### config.mk
export PLATFORM = sky130hd
export DESIGN_NAME = bitmap_first_fit_allocator_flat
export DESIGN_NICKNAME = d
export VERILOG_FILES = /design/src/bffa_pkg.sv /design/src/bffa_req_if.sv /design/src/bffa_rsp_if.sv /design/src/bitmap_first_fit_allocator.sv /design/src/flat_wrapper.sv
export SDC_FILE = /design/constraint.sdc
export NUM_CORES = 2
export LEC_CHECK = 0
export BUFFER_PORTS_ARGS = -buffer_cell sky130_fd_sc_hd__buf_2
export CAP_MARGIN = 20
export CORE_ASPECT_RATIO = 1.5
export CORE_MARGIN = 3
export CORE_UTILIZATION = 45
export DETAILED_ROUTE_END_ITERATION = 10
export GPL_ROUTABILITY_DRIVEN = 0
export HOLD_SLACK_MARGIN = 0.06
export PLACE_DENSITY = 0.64
export SLEW_MARGIN = 20
export SYNTH_ARGS = -nofsm -noshare
export SYNTH_HDL_FRONTEND = slang
export SYNTH_SLANG_ARGS = --single-unit
export TNS_END_PERCENT = 5
### constraint.sdc
create_clock -name clock -period 21.5 [get_ports clock]
set_input_delay 4.3 -clock clock [delete_from_list [all_inputs] [get_ports clock]]
set_output_delay 4.3 -clock clock [all_outputs]
set_load 0.02 [all_outputs]
### src/bffa_pkg.sv
// Shared types and constants of the bitmap first-fit allocator.
// No dependencies; the interfaces and the top level import it.
package bffa_pkg;

   localparam int unsigned WORD_BITS   = 32;
   localparam int unsigned INDEX_BITS  = 12;
   localparam int unsigned LIMIT_BITS  = 13;
   localparam int unsigned INDEX_SPAN  = 4096;

   localparam logic       CMD_ALLOCATE = 1'b0;
   localparam logic       CMD_RELEASE  = 1'b1;

   localparam logic [1:0] STATUS_GRANTED  = 2'd0;
   localparam logic [1:0] STATUS_FULL     = 2'd1;
   localparam logic [1:0] STATUS_RELEASED = 2'd2;
   localparam logic [1:0] STATUS_RANGE    = 2'd3;

   localparam logic [LIMIT_BITS-1:0] ACTIVE_RESET = 13'd4096;

   // register index on the configuration port
   localparam logic REG_ACTIVE_UNITS = 1'b0;

   typedef enum logic [2:0] {
      S_CLEAR,
      S_IDLE,
      S_SCAN,
      S_RMW,
      S_DONE
   } state_type;

endpackage

### src/bffa_req_if.sv
// Request channel: valid/ready handshake carrying command and unit_index.
// Depends on bffa_pkg for field widths.
interface bffa_req_if;
   import bffa_pkg::*;

   logic                  valid;
   logic                  ready;
   logic                  command;
   logic [INDEX_BITS-1:0] unit_index;

   modport source (output valid, output command, output unit_index, input ready);
   modport sink   (input valid, input command, input unit_index, output ready);
endinterface

### src/bffa_rsp_if.sv
// Result channel: valid/ready handshake carrying status and granted_index.
// Depends on bffa_pkg for field widths.
interface bffa_rsp_if;
   import bffa_pkg::*;

   logic                  valid;
   logic                  ready;
   logic [1:0]            status;
   logic [INDEX_BITS-1:0] granted_index;

   modport source (output valid, output status, output granted_index, input ready);
   modport sink   (input valid, input status, input granted_index, output ready);
endinterface

### src/bitmap_first_fit_allocator.sv
// Top level of the bitmap first-fit allocator: FSM, bitmap memory, APB register.
// Depends on bffa_pkg, bffa_req_if and bffa_rsp_if.
//
// Usage:
//   req_bus (sink) takes one beat per request: command 0 allocates the lowest
//   free unit below the active limit, command 1 releases unit_index.
//   rsp_bus (source) returns exactly one beat per request with status and
//   granted_index (zero unless status is granted).
//   csr_* is an APB-style port with one register, active_units, at byte 0.
//   The limit is min(active_units, UNIT_CAPACITY, 4096).
// Timing:
//   One request in flight. An allocate scans from word 0 up to a free bit or
//   the limit, a release rewrites one word, an early range or full answer
//   skips both; ready returns with the result. One word read per cycle.
// Reset:
//   A clearing pass walks the bitmap memory one word per cycle over all
//   ceil(min(UNIT_CAPACITY,4096)/32) words (128 by default); no request is
//   taken until it ends. Register writes are taken throughout.
// Stall:
//   A pending result holds in the output register; the next request is still
//   accepted and runs up to its own result, which waits until the slot frees.
module bitmap_first_fit_allocator #(
   parameter int unsigned UNIT_CAPACITY = 4096
) (
   input  logic                        clock,
   input  logic                        reset,
   bffa_req_if.sink                    req_bus,
   bffa_rsp_if.source                  rsp_bus,
   input  logic                        csr_psel,
   input  logic                        csr_penable,
   input  logic                        csr_pwrite,
   input  logic [2:0]                  csr_paddr,
   input  logic [31:0]                 csr_pwdata,
   output logic [31:0]                 csr_prdata,
   output logic                        csr_pready
);
   import bffa_pkg::*;

   // units beyond the 12-bit index span are never reached
   localparam int unsigned CAP   = (UNIT_CAPACITY < INDEX_SPAN) ? UNIT_CAPACITY : INDEX_SPAN;
   localparam int unsigned WORDS = (CAP + WORD_BITS - 1) / WORD_BITS;
   localparam int unsigned WAW   = (WORDS > 1) ? $clog2(WORDS) : 1;
   localparam logic [LIMIT_BITS-1:0] CAP_LIMIT = LIMIT_BITS'(CAP);
   localparam logic [WAW-1:0]        LAST_WORD = WAW'(WORDS - 1);

   // bitmap memory
   logic [WORD_BITS-1:0] mem [WORDS];
   logic [WORD_BITS-1:0] rd_data_ff;
   logic [WAW-1:0]       rd_addr;
   logic [WAW-1:0]       wr_addr;
   logic [WORD_BITS-1:0] wr_data;
   logic                 wr_en;

   // control and payload registers
   state_type             state_ff, state_in;
   logic [WAW-1:0]        clr_ff, clr_in;
   logic [WAW-1:0]        wptr_ff, wptr_in;
   logic [INDEX_BITS-1:0] idx_ff, idx_in;
   logic [LIMIT_BITS-1:0] lim_ff, lim_in;
   logic [LIMIT_BITS-1:0] active_ff, active_in;
   logic [1:0]            res_status_ff, res_status_in;
   logic [INDEX_BITS-1:0] res_index_ff, res_index_in;
   logic                  rsp_valid_ff, rsp_valid_in;
   logic [1:0]            rsp_status_ff, rsp_status_in;
   logic [INDEX_BITS-1:0] rsp_index_ff, rsp_index_in;

   // scan datapath
   logic [LIMIT_BITS-1:0] limit_now;
   logic [LIMIT_BITS-1:0] word_base;
   logic [LIMIT_BITS-1:0] remain;
   logic [WORD_BITS-1:0]  live_mask;
   logic [WORD_BITS-1:0]  busy;
   logic                  hit;
   logic                  last_word;
   logic [4:0]            free_bit;
   logic                  req_take;
   logic                  rsp_load;
   logic                  csr_write;

   assign limit_now = (active_ff > CAP_LIMIT) ? CAP_LIMIT : active_ff;
   assign req_take  = req_bus.valid && req_bus.ready;
   assign rsp_load  = (state_ff == S_DONE) && (!rsp_valid_ff || rsp_bus.ready);

   // take requests only while idle
   assign req_bus.ready = (state_ff == S_IDLE);

   // word under scan: bits at or past the limit count as taken
   assign word_base = LIMIT_BITS'({wptr_ff, 5'b00000});
   assign remain    = lim_ff - word_base;
   assign live_mask = (remain >= LIMIT_BITS'(WORD_BITS)) ? '1
                    : ((WORD_BITS'(1) << remain[4:0]) - WORD_BITS'(1));
   assign busy      = rd_data_ff | ~live_mask;
   assign hit       = ~&busy;
   assign last_word = (remain <= LIMIT_BITS'(WORD_BITS));

   always_comb begin
      free_bit = 5'd0;
      for (int b = WORD_BITS - 1; b >= 0; b--) begin
         if (!busy[b]) begin
            free_bit = 5'(b);
         end
      end
   end

   // next state
   always_comb begin
      state_in = state_ff;
      case (state_ff)
         S_CLEAR: begin
            if (clr_ff == LAST_WORD) state_in = S_IDLE;
         end
         S_IDLE: begin
            if (req_take) begin
               if (req_bus.command == CMD_ALLOCATE) begin
                  state_in = (limit_now == '0) ? S_DONE : S_SCAN;
               end else begin
                  state_in = ({1'b0, req_bus.unit_index} >= limit_now) ? S_DONE : S_RMW;
               end
            end
         end
         S_SCAN: begin
            if (hit || last_word) state_in = S_DONE;
         end
         S_RMW: begin
            state_in = S_DONE;
         end
         S_DONE: begin
            if (rsp_load) state_in = S_IDLE;
         end
         default: state_in = S_CLEAR;
      endcase
   end

   // outputs and datapath of each state
   always_comb begin
      clr_in        = clr_ff;
      wptr_in       = wptr_ff;
      idx_in        = idx_ff;
      lim_in        = lim_ff;
      res_status_in = res_status_ff;
      res_index_in  = res_index_ff;
      rd_addr       = wptr_ff;
      wr_en         = 1'b0;
      wr_addr       = wptr_ff;
      wr_data       = rd_data_ff;
      case (state_ff)
         S_CLEAR: begin
            wr_en   = 1'b1;
            wr_addr = clr_ff;
            wr_data = '0;
            clr_in  = clr_ff + WAW'(1);
         end
         S_IDLE: begin
            if (req_take) begin
               idx_in       = req_bus.unit_index;
               lim_in       = limit_now;
               res_index_in = '0;
               if (req_bus.command == CMD_ALLOCATE) begin
                  res_status_in = STATUS_FULL;
                  wptr_in       = '0;
                  rd_addr       = '0;
               end else begin
                  res_status_in = ({1'b0, req_bus.unit_index} >= limit_now)
                                ? STATUS_RANGE : STATUS_RELEASED;
                  rd_addr       = WAW'(req_bus.unit_index[INDEX_BITS-1:5]);
               end
            end
         end
         S_SCAN: begin
            if (hit) begin
               wr_en         = 1'b1;
               wr_data       = rd_data_ff | (WORD_BITS'(1) << free_bit);
               res_status_in = STATUS_GRANTED;
               res_index_in  = INDEX_BITS'(word_base + LIMIT_BITS'(free_bit));
            end else if (!last_word) begin
               // advance to the next word
               wptr_in = wptr_ff + WAW'(1);
               rd_addr = wptr_ff + WAW'(1);
            end
         end
         S_RMW: begin
            wr_en   = 1'b1;
            wr_addr = WAW'(idx_ff[INDEX_BITS-1:5]);
            wr_data = rd_data_ff & ~(WORD_BITS'(1) << idx_ff[4:0]);
         end
         S_DONE: begin
         end
         default: begin
         end
      endcase
   end

   // output register
   always_comb begin
      rsp_valid_in  = rsp_valid_ff && !rsp_bus.ready;
      rsp_status_in = rsp_status_ff;
      rsp_index_in  = rsp_index_ff;
      if (rsp_load) begin
         rsp_valid_in  = 1'b1;
         rsp_status_in = res_status_ff;
         rsp_index_in  = res_index_ff;
      end
   end

   assign rsp_bus.valid         = rsp_valid_ff;
   assign rsp_bus.status        = rsp_status_ff;
   assign rsp_bus.granted_index = rsp_index_ff;

   // configuration register
   assign csr_pready = 1'b1;
   assign csr_write  = csr_psel && csr_penable && csr_pwrite && csr_pready;
   assign active_in  = (csr_write && csr_paddr[2] == REG_ACTIVE_UNITS)
                     ? csr_pwdata[LIMIT_BITS-1:0] : active_ff;
   assign csr_prdata = (csr_paddr[2] == REG_ACTIVE_UNITS)
                     ? {{(32-LIMIT_BITS){1'b0}}, active_ff} : '0;

   // memory: one write port, one registered read port
   always_ff @(posedge clock) begin
      if (wr_en) begin
         mem[wr_addr] <= wr_data;
      end
      rd_data_ff <= mem[rd_addr];
   end

   always_ff @(posedge clock) begin
      if (reset) begin
         state_ff     <= S_CLEAR;
         clr_ff       <= '0;
         rsp_valid_ff <= 1'b0;
         active_ff    <= ACTIVE_RESET;
      end else begin
         state_ff     <= state_in;
         clr_ff       <= clr_in;
         rsp_valid_ff <= rsp_valid_in;
         active_ff    <= active_in;
      end
   end

   always_ff @(posedge clock) begin
      wptr_ff       <= wptr_in;
      idx_ff        <= idx_in;
      lim_ff        <= lim_in;
      res_status_ff <= res_status_in;
      res_index_ff  <= res_index_in;
      rsp_status_ff <= rsp_status_in;
      rsp_index_ff  <= rsp_index_in;
   end

   // checks
   a_index_zero_unless_granted: assert property (@(posedge clock) disable iff (reset)
      rsp_valid_ff && rsp_status_ff != STATUS_GRANTED |-> rsp_index_ff == '0)
      else $error("granted_index nonzero on a non-grant result");

   a_scan_in_range: assert property (@(posedge clock) disable iff (reset)
      state_ff == S_SCAN |-> word_base < lim_ff)
      else $error("scan pointer passed the limit");

   a_clear_complete: assert property (@(posedge clock) disable iff (reset)
      state_ff == S_CLEAR && state_in == S_IDLE |-> clr_ff == LAST_WORD)
      else $error("clearing pass ended early");

   a_result_from_done: assert property (@(posedge clock) disable iff (reset)
      $rose(rsp_valid_ff) |-> $past(state_ff) == S_DONE)
      else $error("result loaded outside the done state");

endmodule

### src/flat_wrapper.sv
// flat-port wrapper written by rule: the top's interface ports become plain ports
module bitmap_first_fit_allocator_flat import bffa_pkg::*;
#(
   parameter int unsigned UNIT_CAPACITY = 4096
)
  (clock, reset, csr_psel, csr_penable, csr_pwrite, csr_paddr, csr_pwdata, csr_prdata, csr_pready, req_bus_valid, req_bus_command, req_bus_unit_index, req_bus_ready, rsp_bus_valid, rsp_bus_status, rsp_bus_granted_index, rsp_bus_ready);
  bffa_req_if req_bus_i ();
  bffa_rsp_if rsp_bus_i ();
  input  logic clock;
  input  logic reset;
  input  logic csr_psel;
  input  logic csr_penable;
  input  logic csr_pwrite;
  input  logic [2:0] csr_paddr;
  input  logic [31:0] csr_pwdata;
  output logic [31:0] csr_prdata;
  output logic csr_pready;
  input wire logic [$bits(req_bus_i.valid)-1:0] req_bus_valid;
  input wire logic [$bits(req_bus_i.command)-1:0] req_bus_command;
  input wire logic [$bits(req_bus_i.unit_index)-1:0] req_bus_unit_index;
  output wire logic [$bits(req_bus_i.ready)-1:0] req_bus_ready;
  output wire logic [$bits(rsp_bus_i.valid)-1:0] rsp_bus_valid;
  output wire logic [$bits(rsp_bus_i.status)-1:0] rsp_bus_status;
  output wire logic [$bits(rsp_bus_i.granted_index)-1:0] rsp_bus_granted_index;
  input wire logic [$bits(rsp_bus_i.ready)-1:0] rsp_bus_ready;
  assign req_bus_i.valid = req_bus_valid;
  assign req_bus_i.command = req_bus_command;
  assign req_bus_i.unit_index = req_bus_unit_index;
  assign req_bus_ready = req_bus_i.ready;
  assign rsp_bus_valid = rsp_bus_i.valid;
  assign rsp_bus_status = rsp_bus_i.status;
  assign rsp_bus_granted_index = rsp_bus_i.granted_index;
  assign rsp_bus_i.ready = rsp_bus_ready;
  bitmap_first_fit_allocator #(.UNIT_CAPACITY(UNIT_CAPACITY)) u_core (.clock(clock), .reset(reset), .req_bus(req_bus_i), .rsp_bus(rsp_bus_i), .csr_psel(csr_psel), .csr_penable(csr_penable), .csr_pwrite(csr_pwrite), .csr_paddr(csr_paddr), .csr_pwdata(csr_pwdata), .csr_prdata(csr_prdata), .csr_pready(csr_pready));
endmodule
==> flow_summary.ini <==
[synth]
synth.ff_latch_count = 4212
synth_warnings = 0
synth_top_area_share_pct = 74.81
ys_types = 91
synth_cells = 12400
synthTopCellsByCount = edfxtp_1, nand2_1, nand3_1
yosysSeqAreaShare_pct = 75.49
syn_area_sq_um = 166800
postSynthAreaPerCell_sq_um = 13.46
synth.top_cells.by_area = edfxtp_1, nand2_1, nand3_1
synth_flop_cell = edfxtp_1
yosysMostFrequentCell = edfxtp_1
synthArstFlopShare_pct = 0
synth-edff-count = 4156
yosys.area.top_type = edfxtp_1

[global_route]
grt-ovfl-total = 0
antenna_found_initial = 24
busiest_layer = met2
grt_max_degree = 202
grt.total_usage_pct = 24.65
use_met2_pct = 39.60
grt_pass1_vias = 98400
grt_pass1_wl_microns = 683400
globalRouteMet1Util_pct = 32.18
gr-usage-met3_pct = 3.794

[timing]
finalWorstSetupSlack_ns = 10.67
setup-violations-final = 0
rsz0062_at_grt = false
period_needed_ns = 10.83
finClkSkew_ns = 0.07572
worst_pin_slew_ns = 1.354
drv_slew = 0
hold_viol = 0
slew_headroom_pct = 9.092
fin_crit_sh_pct = 50.38
max_freq_ghz = 0.09233
totalNegativeSetupSlack_ns = 0

[route]
drt_iter0_drc = 13590
wl_microns = 479700
detail_route.wl_per_cell_microns = 27.42
drc_errors = 0
antenna_left = 0
first_pass_iters = 8
vias_per_cell = 6.000
num_vias = 105000

[setup_path]
crit_type = flip-flop to flip-flop
crit_path_start_kind = flip-flop
worst_path_most_repeated_cell = buf_4
crit_chain = or3_1 -> nor3_1 -> inv_1 -> ha_1 -> nor2b_1 -> nand2_1 -> nand2_1 -> a41oi_1 -> a41oi_1 -> nor4b_2 -> nand4_2 -> or4_4 -> a22oi_4 -> buf_4 -> buf_12 -> buf_4 -> buf_4 -> buf_4 -> nand2_1 -> nand3_1 -> a21oi_1 -> a211oi_1 -> nand3_1 -> nand4_1
slowest_stage = buf_4
crit_path_max_fanout = 143
critical_path_arrival_ns = 11.70
cpPeakStageDelay_ns = 0.78
r2r_setup_slack_ns = 10.67
r2r_start = u_core.lim_ff[3]
worstSetupEndpointType = flip-flop
timing.rr.end = u_core.rd_data_ff[28]
r2r_cells = 24
crit_required_ns = 22.37

[final_layout]
area_delta_synth_final_pct = 11.32
final_net_count = 12440
fillCellCount = 30510
fin_util_pct = 50.34
drive_above_1_share_pct = 10.07
design_area_sq_um = 185700

[clocking]
clock_path_buffers = 4
ctsHtreeMaxLevel = 5
numCtsBuffers = 371
clk_pin_slew_ns = 0.07
cts_resized = 0
cts-root-buf = clkbuf_16
clock_latency_ns = 0.97
cts_tree = yes
cts.sinks = 4212
postCtsHoldBufs = 0
post-cts-setup-buffer-count = 0

[die]
die_w_microns = 503.1
start_util_pct = 45.22
fp-row-count = 273
coreArea_sq_um = 368900
ios = 104
die_h_microns = 751.7
dieArea_sq_um = 378200

[power]
power.density_nw_per_um2 = 99.64
total_power_mw = 18.50
ir_worst_vdd_v = 0.00007653
p_leak_nw = 62.32

[placed_design]
numPortBuffers = 62
placed_area_sq_um = 173800
place_hpwl_microns = 255500
place_ws_ns = 10.37

[run_status]
run_status = finished clean

[worst_hold_path]
hold_path_depth = 0
min_from = u_core.res_index_ff[3]
hold-path-endpoint = u_core.rsp_bus.granted_index[3]
hold_path_class = flip-flop to flip-flop

[job]
cap_violations = 0
[cells in the final DEF, fill, tap and decap left out, drive strengths merged, types with 44 or more instances in the layout]
| master | Yosys | layout |
|---|---|---|
| a21oi | 404 | 404 |
| a22oi | 104 | 104 |
| a311oi | 95 | 95 |
| a31oi | 53 | 53 |
| and3 | 144 | 144 |
| buf | 390 | 390 |
| clkbuf | 421 | 442 |
| clkinv | 1 | 166 |
| dfxtp | 56 | 56 |
| edfxtp | 4156 | 4156 |
| inv | 40 | 54 |
| mux4 | 120 | 120 |
| nand2 | 3502 | 3502 |
| nand3 | 1761 | 1761 |
| nand4 | 213 | 213 |
| nor2 | 202 | 202 |
| nor3 | 59 | 59 |
| nor4 | 44 | 44 |
| o21ai | 97 | 97 |
| o22ai | 62 | 62 |
[routing by layer]
layer  vias up  part of all wire, %
met5         -               0.0027
met1     52810                   37
met4         2                  6.2
li1      45730                    -
met3      1031                  9.1
met2      5392                   47
[where the power goes]
group          total, mW  switching (mW)  internal, mW
Sequential          9.44          0.0792          9.36
Combinational       2.48            1.91         0.571
Clock               6.59            2.98          3.61
[worst max-delay path: cells and delay by family, from the launching register on]
family / cells / cell delay, ns
flip-flops: 1 / 0.74
AND/OR/NAND/NOR: 12 / 4.39
adder cells (fa/ha/maj): 1 / 0.42
buffers and inverters: 6 / 3.51
AO/OA/AOI/OAI: 5 / 1.41
[area by class of cell]
class,instances,area [sq um],area share (%)
antenna,21,52.55,0.02830
clock inverter,228,2083,1.122
multi-input combinational,7349,38680,20.83
sequential,4212,125900,67.81
clock buffer,442,9684,5.215
timing repair buffer,390,3102,1.670
inverter,41,153.9,0.08288
tap,4812,6021,3.242
[how the worst max path moves through the flow]
stage | startpoint | end | slack (ns) | depth (start not counted)
after floorplan | u_core.wptr_ff[0] | u_core.mem[0][14] | 11.08 | 21
after global placement | req_bus_valid | u_core.rd_data_ff[4] | 10.43 | 17
after detailed placement | req_bus_valid | u_core.rd_data_ff[28] | 10.37 | 17
after CTS | u_core.lim_ff[3] | u_core.rd_data_ff[28] | 11.02 | 24
after global routing | u_core.lim_ff[3] | u_core.rd_data_ff[3] | 10.33 | 24
final | u_core.lim_ff[3] | u_core.rd_data_ff[28] | 10.67 | 24
[flip-flops by register name, indices dropped and copies added, names as in the netlist, 3 cells and up]
name,cells
u_core.active_ff,13
u_core.rsp_bus.granted_index,12
u_core.idx_ff,12
u_core.clr_ff,7
u_core.lim_ff,13
u_core.rd_data_ff,32
u_core.wptr_ff,7
u_core.res_index_ff,12
u_core.mem,4096
u_core.state_ff,3
[stage by stage]
stage / hold slack [ns] / instances
2_1_floorplan: 0.4003 / 12410
3_3_place_gp: 0.4032 / 16800
3_5_place_dp: 0.4045 / 16800
4_1_cts: 0.4038 / 17470
5_1_grt: 0.4128 / 17490
6_report: 0.4039 / 17500
[cells by family (layout without fill, tap and decap cells)]
group / count (synthesis) / count (layout) / share of synthesized area [%]
AND/OR/NAND/NOR: 6049 / 6049 / 15.87
flip-flops: 4212 / 4212 / 75.49
AO/OA/AOI/OAI: 1080 / 1080 / 4.248
buffers and inverters: 852 / 1101 / 2.260
multiplexers: 164 / 164 / 1.885
adder cells (fa/ha/maj): 23 / 23 / 0.1770
XOR/XNOR: 13 / 13 / 0.06826
other: 2 / 41 / 0.004502
Note: power is estimated with default switching activity, not from simulation.
